## src/rtl/core/bfr_pkg.sv

```systemverilog
// ----------------------------------------------------------------------------
// bfr_pkg: shared constants and types of the text overlay renderer
// Font and string store geometry, GB2312 code constants, command codes and
// the structures that pass between the string walker and the glyph unit.
// ----------------------------------------------------------------------------
package bfr_pkg;

  localparam int STRING_BYTES = 128;
  localparam int GLYPH_WIDTH  = 24;
  localparam int GLYPH_HEIGHT = 30;
  localparam int FONT_BYTES   = 1048576;
  localparam int GLYPH_BYTES  = GLYPH_WIDTH * GLYPH_HEIGHT / 8;

  localparam int CMD_W     = 2;
  localparam int LOAD_AW   = 20;
  localparam int ROW_W     = 5;
  localparam int COL_W     = 12;
  localparam int COLOR_W   = 16;
  localparam int COL_MAX   = (1 << COL_W) - 1;

  localparam int FONT_AW   = $clog2(FONT_BYTES);
  localparam int STR_AW    = $clog2(STRING_BYTES);
  localparam int STR_CW    = $clog2(STRING_BYTES + 1);
  localparam int WANT_W    = $clog2(COL_MAX / GLYPH_WIDTH + 1);
  localparam int CNT_W     = (WANT_W > STR_CW) ? WANT_W : STR_CW;
  localparam int CCOL_W    = $clog2(GLYPH_WIDTH);

  localparam int HEX_W     = 12;
  localparam int INDEX_W   = 16;
  localparam int ADDR_CW   = 25;

  localparam int RECIP_SHIFT = 24;
  localparam int GW_RECIP    = (1 << RECIP_SHIFT) / GLYPH_WIDTH;
  localparam int DIV_PROD_W  = 36;

  localparam logic [COLOR_W-1:0] TEXT_COLOR_RST       = 16'hFFFF;
  localparam logic [COLOR_W-1:0] BACKGROUND_COLOR_RST = 16'h8000;

  localparam logic [INDEX_W-1:0] ROW_CODES  = 16'd94;
  localparam logic [INDEX_W-1:0] AREA_ASCII = 16'd3;
  localparam logic [7:0]         CODE_BASE  = 8'hA0;
  localparam logic [7:0]         ASCII_BASE = 8'h20;
  localparam logic [7:0]         ASCII_MAX  = 8'h7F;
  localparam logic [7:0]         LEAD_MIN   = 8'h80;

  typedef enum logic [CMD_W-1:0] {
    CMD_FONT   = 2'd0,
    CMD_STRING = 2'd1,
    CMD_QUERY  = 2'd2,
    CMD_NOP    = 2'd3
  } cmd_t;

  typedef enum logic {
    REG_TEXT_COLOR       = 1'b0,
    REG_BACKGROUND_COLOR = 1'b1
  } reg_idx_t;

  typedef struct packed {
    logic       found;
    logic [7:0] b0;
    logic [7:0] b1;
  } walk_res_t;

  typedef struct packed {
    logic              found;
    logic [7:0]        b0;
    logic [7:0]        b1;
    logic [ROW_W-1:0]  row;
    logic [CCOL_W-1:0] ccol;
  } query_t;

  typedef struct packed {
    logic [COLOR_W-1:0] color;
    logic               in_text;
    logic               err;
  } pix_t;

endpackage

```

## src/rtl/core/bfr_ram.sv

```systemverilog
// ----------------------------------------------------------------------------
// bfr_ram: generic single-port-write, single-port-read RAM
// One write and one registered read per cycle; read data holds without re.
// ----------------------------------------------------------------------------
module bfr_ram #(
  parameter int WIDTH = 8,
  parameter int DEPTH = 256
) (
  input  logic                     clk,
  input  logic                     we,
  input  logic [$clog2(DEPTH)-1:0] waddr,
  input  logic [WIDTH-1:0]         wdata,
  input  logic                     re,
  input  logic [$clog2(DEPTH)-1:0] raddr,
  output logic [WIDTH-1:0]         rdata
);

  logic [WIDTH-1:0] mem [DEPTH];
  logic [WIDTH-1:0] rdata_r;

  always_ff @(posedge clk) begin
    if (we) begin
      mem[waddr] <= wdata;
    end
    if (re) begin
      rdata_r <= mem[raddr];
    end
  end

  assign rdata = rdata_r;

endmodule

```

## src/rtl/core/bfr_walk.sv

```systemverilog
// ----------------------------------------------------------------------------
// bfr_walk: string store and character walker
// Holds the string bytes with per-entry valid bits and scans them one byte
// a cycle to find the lead byte (and trail byte) of a display character.
// ----------------------------------------------------------------------------
module bfr_walk import bfr_pkg::*; (
  input  logic              clk,
  input  logic              rst_n,
  input  logic              wr_en,
  input  logic [STR_AW-1:0] wr_addr,
  input  logic [7:0]        wr_byte,
  input  logic              start,
  input  logic [CNT_W-1:0]  want,
  output logic              done,
  output walk_res_t         res
);

  typedef enum logic [2:0] {
    W_IDLE  = 3'b001,
    W_SCAN  = 3'b010,
    W_TRAIL = 3'b100
  } wstate_t;

  wstate_t             state_r, state_nxt;
  logic [STR_CW-1:0]   idx_r, idx_nxt;
  logic [CNT_W-1:0]    chars_r, chars_nxt;
  logic [CNT_W-1:0]    want_r, want_nxt;
  logic                pair_r, pair_nxt;
  logic                done_r, done_nxt;
  walk_res_t           res_r, res_nxt;
  logic [STRING_BYTES-1:0] valid_r;
  logic                vld_r;

  logic [STR_CW-1:0]   idx_inc;
  logic                last;
  logic                re;
  logic [STR_AW-1:0]   raddr;
  logic [7:0]          rdata;
  logic [7:0]          byte_v;

  assign idx_inc = idx_r + 1'b1;
  assign last    = (idx_inc == STR_CW'(STRING_BYTES));
  assign re      = start || (state_r == W_SCAN);
  assign raddr   = (state_r != W_SCAN || last) ? '0 : idx_inc[STR_AW-1:0];
  assign byte_v  = vld_r ? rdata : 8'h00;

  bfr_ram #(
    .WIDTH (8),
    .DEPTH (STRING_BYTES)
  ) u_str_ram (
    .clk   (clk),
    .we    (wr_en),
    .waddr (wr_addr),
    .wdata (wr_byte),
    .re    (re),
    .raddr (raddr),
    .rdata (rdata)
  );

  always_comb begin
    state_nxt = state_r;
    idx_nxt   = idx_r;
    chars_nxt = chars_r;
    want_nxt  = want_r;
    pair_nxt  = pair_r;
    res_nxt   = res_r;
    done_nxt  = 1'b0;
    case (state_r)
      W_IDLE: begin
        if (start) begin
          idx_nxt   = '0;
          chars_nxt = '0;
          pair_nxt  = 1'b0;
          want_nxt  = want;
          res_nxt   = '0;
          state_nxt = W_SCAN;
        end
      end
      W_SCAN: begin
        if (byte_v == 8'h00) begin
          res_nxt.found = 1'b0;
          done_nxt      = 1'b1;
          state_nxt     = W_IDLE;
        end else if (pair_r) begin
          pair_nxt = 1'b0;
          idx_nxt  = idx_inc;
          if (last) begin
            res_nxt.found = 1'b0;
            done_nxt      = 1'b1;
            state_nxt     = W_IDLE;
          end
        end else if (chars_r == want_r) begin
          res_nxt.found = 1'b1;
          res_nxt.b0    = byte_v;
          res_nxt.b1    = 8'h00;
          if (byte_v < LEAD_MIN || last) begin
            done_nxt  = 1'b1;
            state_nxt = W_IDLE;
          end else begin
            state_nxt = W_TRAIL;
          end
        end else begin
          chars_nxt = chars_r + 1'b1;
          pair_nxt  = (byte_v >= LEAD_MIN);
          idx_nxt   = idx_inc;
          if (last) begin
            res_nxt.found = 1'b0;
            done_nxt      = 1'b1;
            state_nxt     = W_IDLE;
          end
        end
      end
      W_TRAIL: begin
        res_nxt.b1 = byte_v;
        done_nxt   = 1'b1;
        state_nxt  = W_IDLE;
      end
      default: begin
        state_nxt = W_IDLE;
      end
    endcase
  end

  always_ff @(posedge clk) begin
    if (!rst_n) begin
      state_r <= W_IDLE;
      done_r  <= 1'b0;
      valid_r <= '0;
    end else begin
      state_r <= state_nxt;
      done_r  <= done_nxt;
      if (wr_en) begin
        valid_r[wr_addr] <= 1'b1;
      end
    end
  end

  always_ff @(posedge clk) begin
    idx_r   <= idx_nxt;
    chars_r <= chars_nxt;
    want_r  <= want_nxt;
    pair_r  <= pair_nxt;
    res_r   <= res_nxt;
    if (re) begin
      vld_r <= valid_r[raddr];
    end
  end

  assign done = done_r;
  assign res  = res_r;

endmodule

```

## config.mk

```make
export PLATFORM = sky130hd
export DESIGN_NAME = bfr_walk
export DESIGN_NICKNAME = d
export VERILOG_FILES = /design/src/rtl/core/bfr_pkg.sv /design/src/rtl/core/bfr_ram.sv /design/src/rtl/core/bfr_walk.sv
export SDC_FILE = /design/constraint.sdc
export NUM_CORES = 2
export LEC_CHECK = 0
export ABC_AREA = 1
export BUFFER_PORTS_ARGS = -buffer_cell sky130_fd_sc_hd__buf_2
export CORE_MARGIN = 2
export CORE_UTILIZATION = 57
export DETAILED_ROUTE_END_ITERATION = 8
export PLACE_DENSITY = 0.79
export SLEW_MARGIN = 20
export SYNTH_ARGS = -nofsm -noshare
export SYNTH_HDL_FRONTEND = slang
export SYNTH_SLANG_ARGS = --single-unit
```

## constraint.sdc

```tcl
create_clock -name clk -period 2.5 [get_ports clk]
set_clock_uncertainty 0.2 [all_clocks]
set_input_delay 0.125 -clock clk [delete_from_list [all_inputs] [get_ports clk]]
set_output_delay 0.125 -clock clk [all_outputs]
set_load 0.01 [all_outputs]
```

==> run summary <==
placement-stage cell area: 56200 um2
total of warnings raised by yosys: 0
library cell used as clock root buffer: sky130_fd_sc_hd__clkbuf_16
I/O pin cnt: 45
CTS tree: yes
Max clock buf depth: 3
# rows: 110
share of final-layout standard cells stronger than drive strength 1: 16.4%
combinational power share: 7.0%
final antenna-violating net count: 0
shortest period the worst path allows: 3080 ps
largest net degree at the start of global routing: 71
post-route cell area: 62300 um2
power density over the cells: 687 nW/um2
TritonRoute pass-1 iters: 9
unrepaired setup endpoints after global routing: yes
longest individual stage delay on the worst path: 420 ps
clock net sink count: 1207
number of distinct library cell variants in the gate-level netlist after synthesis: 34
Slew Viols, Final: 0
NetSw: 9.69 mW
Port Buf Inserts: 44
synthesis-to-layout area growth: 20.4%
final setup margin: -578 ps
Cells after DPL: 6418
Cells after Synth: 5084
fraction of power consumed by sequential logic: 52.0%
first-pass GRT wire length: 222 mm
Max Cap Violations: 0
data arrival at the endpoint of the critical path: 3340 ps
crit path max fanout: 16
initial standard-cell utilization of the core: 57.5%
floorplan die area: 93200 um2
cell with the largest stage delay on the worst path: sky130_fd_sc_hd__edfxtp_1
routability congestion estimate: 0.957
Least-Margin Pin Slew: 856 ps
non-filler instance count after layout: 6702
#FFs+latches synth: 1207
Global Route Usage Sum: 31.1%
maximum clock frequency: 325 MHz
outcome: finished, violations left
number of nets in the finished design: 5453
Worst Path Required: 2760 ps
number of remaining DRC errors: 2
worst rel slew slack: 42.9%
detailed placement HPWL: 90.4 mm
Post-Syn Area: 51800 um2
clock-pin transition on the worst setup and hold timing paths: 60 ps
portion of the clock cycle consumed by the worst path in the final layout: 123%
leakage power: 25.1 nW
net switching fraction of the power: 22.6%
CP Class: reg -> reg
CTS Buf Count: 116
height of the die: 305 um
vias after detailed routing: 40000
worst IR drop on VDD: 0.000702 V
worst hold path type: in -> reg
mean area per synthesized cell: 10.2 um2
startpoint kind of the worst setup timing path: flip-flop
antenna violations before repair: 2
Floorplan Core Area: 90000 um2
via count of the first global-routing pass: 38400
Worst path top cell family by delay: simple AND/OR/NAND/NOR gates
average wire per standard cell: 22.6 um
number of levels in the clock H-tree: 3
violated checks: design-rule violations, negative setup slack
CP endpoint kind: flip-flop
proportion of synthesized chip area in sequential cells: 67.5%
Setup Viol. Count Final: 9
leftover overflow at the end of global routing: 0
critical path's most frequent cell: sky130_fd_sc_hd__nand3_1
Buffers & Inverters on Critical Path: 4
number of hold-slack violations in the final timing report: 0
total nets after synthesis: 5113
starting DRC count in detailed routing: 6026
crit-path cells: buf_6, buf_12, nand4_1, nand2_2, nand3_2, nor2_4, nand2_8, nand2_8, buf_12, buf_16, nand2_1, nand3_1, nand3_1, nand3_1, nand3_4, nand3_4, nand2_1
count of fill cells added during filler insertion: 5902
die outline width: 305 um
total internal power: 33.1 mW
part of the power in the clock network: 41.1%
via count normalized by instance count: 5.96
later-pin clock latency in the skew report: 720 ps
detailed-route wire length: 151 mm
-- cell usage in the layout (no fill, tap or decap), types with 16 or more instances in the layout --
cell / synthesis / final
sky130_fd_sc_hd__buf_12: 0 / 85
sky130_fd_sc_hd__buf_2: 165 / 36
sky130_fd_sc_hd__buf_4: 19 / 326
sky130_fd_sc_hd__buf_6: 3 / 16
sky130_fd_sc_hd__clkbuf_1: 81 / 31
sky130_fd_sc_hd__clkbuf_16: 0 / 131
sky130_fd_sc_hd__clkinv_2: 0 / 22
sky130_fd_sc_hd__dfxtp_1: 132 / 132
sky130_fd_sc_hd__dlygate4sd3_1: 0 / 30
sky130_fd_sc_hd__edfxtp_1: 1075 / 1075
sky130_fd_sc_hd__inv_1: 318 / 316
sky130_fd_sc_hd__mux2i_1: 35 / 35
sky130_fd_sc_hd__nand2_1: 1790 / 1762
sky130_fd_sc_hd__nand2_2: 1 / 26
sky130_fd_sc_hd__nand3_1: 674 / 524
sky130_fd_sc_hd__nand3_2: 0 / 111
sky130_fd_sc_hd__nand3_4: 0 / 39
sky130_fd_sc_hd__nand3b_1: 118 / 118
sky130_fd_sc_hd__nand4_1: 41 / 41
sky130_fd_sc_hd__nor2_1: 451 / 444
sky130_fd_sc_hd__o211ai_1: 24 / 24
sky130_fd_sc_hd__o21ai_0: 29 / 28
sky130_fd_sc_hd__or2_2: 37 / 37
-- worst min-delay path, stage by stage --
cell and delay (ps):
sky130_fd_sc_hd__dlygate4sd3_1 540, sky130_fd_sc_hd__buf_2 170, sky130_fd_sc_hd__nand3_1 90
-- flip-flops by register name, summed over array words and instances, names as in the netlist --
| signal | cells |
|---|---|
| pair_r | 1 |
| vld_r | 1 |
| valid_r | 128 |
| want_r | 8 |
| u_str_ram.mem | 1024 |
| done | 1 |
| res | 17 |
| chars_r | 8 |
| u_str_ram.rdata | 8 |
| state_r | 3 |
| idx_r | 8 |
-- cells in the mapped netlist (all sizes together) --
cell / count / area [um2]
a21oi: 18 / 90.1
buf: 216 / 1110
clkbuf: 81 / 304
clkinv: 2 / 7.51
dfxtp: 132 / 2640
edfxtp: 1075 / 32300
ha: 2 / 25.0
inv: 322 / 1210
mux2i: 35 / 350
nand2: 1793 / 6750
nand3: 674 / 3370
nand3b: 118 / 886
nand4: 41 / 257
nor2: 453 / 1720
nor3: 15 / 75.1
nor3b: 1 / 7.51
nor4: 1 / 6.26
o211ai: 24 / 180
o21a: 1 / 7.51
o21ai: 34 / 170
o22ai: 1 / 6.26
o32ai: 1 / 8.76
or2: 37 / 231
xnor2: 1 / 8.76
xor2: 6 / 52.6
-- cell families after synthesis --
family                   share of synthesized area, %
multiplexers                                    0.677
AND/OR/NAND/NOR                                  25.7
flip-flops                                       67.5
XOR/XNOR                                        0.118
buffers and inverters                            5.09
adder cells (fa/ha/maj)                        0.0483
AO/OA/AOI/OAI                                   0.894
-- power by group through the flow --
stage | combinational, mW | sequential (mW) | clock [mW]
floorplan | 1.19 | 22.7 | 0
global placement | 2.50 | 22.7 | 0
detailed placement | 2.55 | 22.7 | 0
CTS | 2.71 | 22.2 | 17.6
global route | 3.15 | 22.3 | 18.4
finish | 2.98 | 22.3 | 17.6
-- metrics by stage --
stage | setup slack (ps) | TNS, ps | util [%] | hold slack [ps] | power, mW
global route | -672 | -5510 | 69.2 | 30.8 | 43.8
CTS | -482 | -4020 | 68.1 | 24.5 | 42.6
global placement | -679 | -5410 | 62.5 | 102 | 25.2
finish | -578 | -4730 | 69.2 | 51.5 | 42.8
floorplan | -1.83 | -1.83 | - | 9.18 | 23.9
detailed placement | -712 | -5840 | 62.5 | 103 | 25.2
-- timing repair --
action,in CTS,in global routing
cloned,7,14
buffers inserted,8,9
pin swaps,29,63
hold buffers,30,0
endpoints found under the setup margin,17,41
gates resized for setup,135,137
hold endpoints to repair,981,0
-- layer usage --
metal  global-route usage, %  vias to the layer above  part of all wire, %
met5                       0                        -                0.019
li1                        -                    17600                    -
met1                    40.4                    18800                   35
met4                    15.2                        4                  5.6
met3                    6.04                      599                   12
met2                    50.6                     2947                   47
-- layout make-up --
type / instances / area [um2] / share of cell area (%)
Sequential cell: 1207 / 34900 / 56.0
Multi-Input combinational cell: 3256 / 15400 / 24.7
Timing Repair Buffer: 519 / 5480 / 8.78
Clock buffer: 165 / 3300 / 5.30
Tap cell: 1176 / 1470 / 2.36
Inverter: 324 / 1230 / 1.97
Clock inverter: 54 / 508 / 0.815
Antenna cell: 1 / 2.50 / 0.00401
-- path summary, 6_finish.rpt --
check | startpoint | to | slack [ps] | cells past startpoint
max reg2reg | idx_r[0]$_SDFFCE_PN0P_ | u_str_ram.rdata[3]$_DFFE_PP_ | -580 | 17
min | rst_n | state_r[0]$_SDFFE_PN1P_ | 50 | 3
min reg2reg | valid_r[9]$_SDFFE_PN0P_ | valid_r[9]$_SDFFE_PN0P_ | 270 | 2
max | idx_r[0]$_SDFFCE_PN0P_ | u_str_ram.rdata[3]$_DFFE_PP_ | -580 | 17
Note: power is estimated with default switching activity, not from simulation.
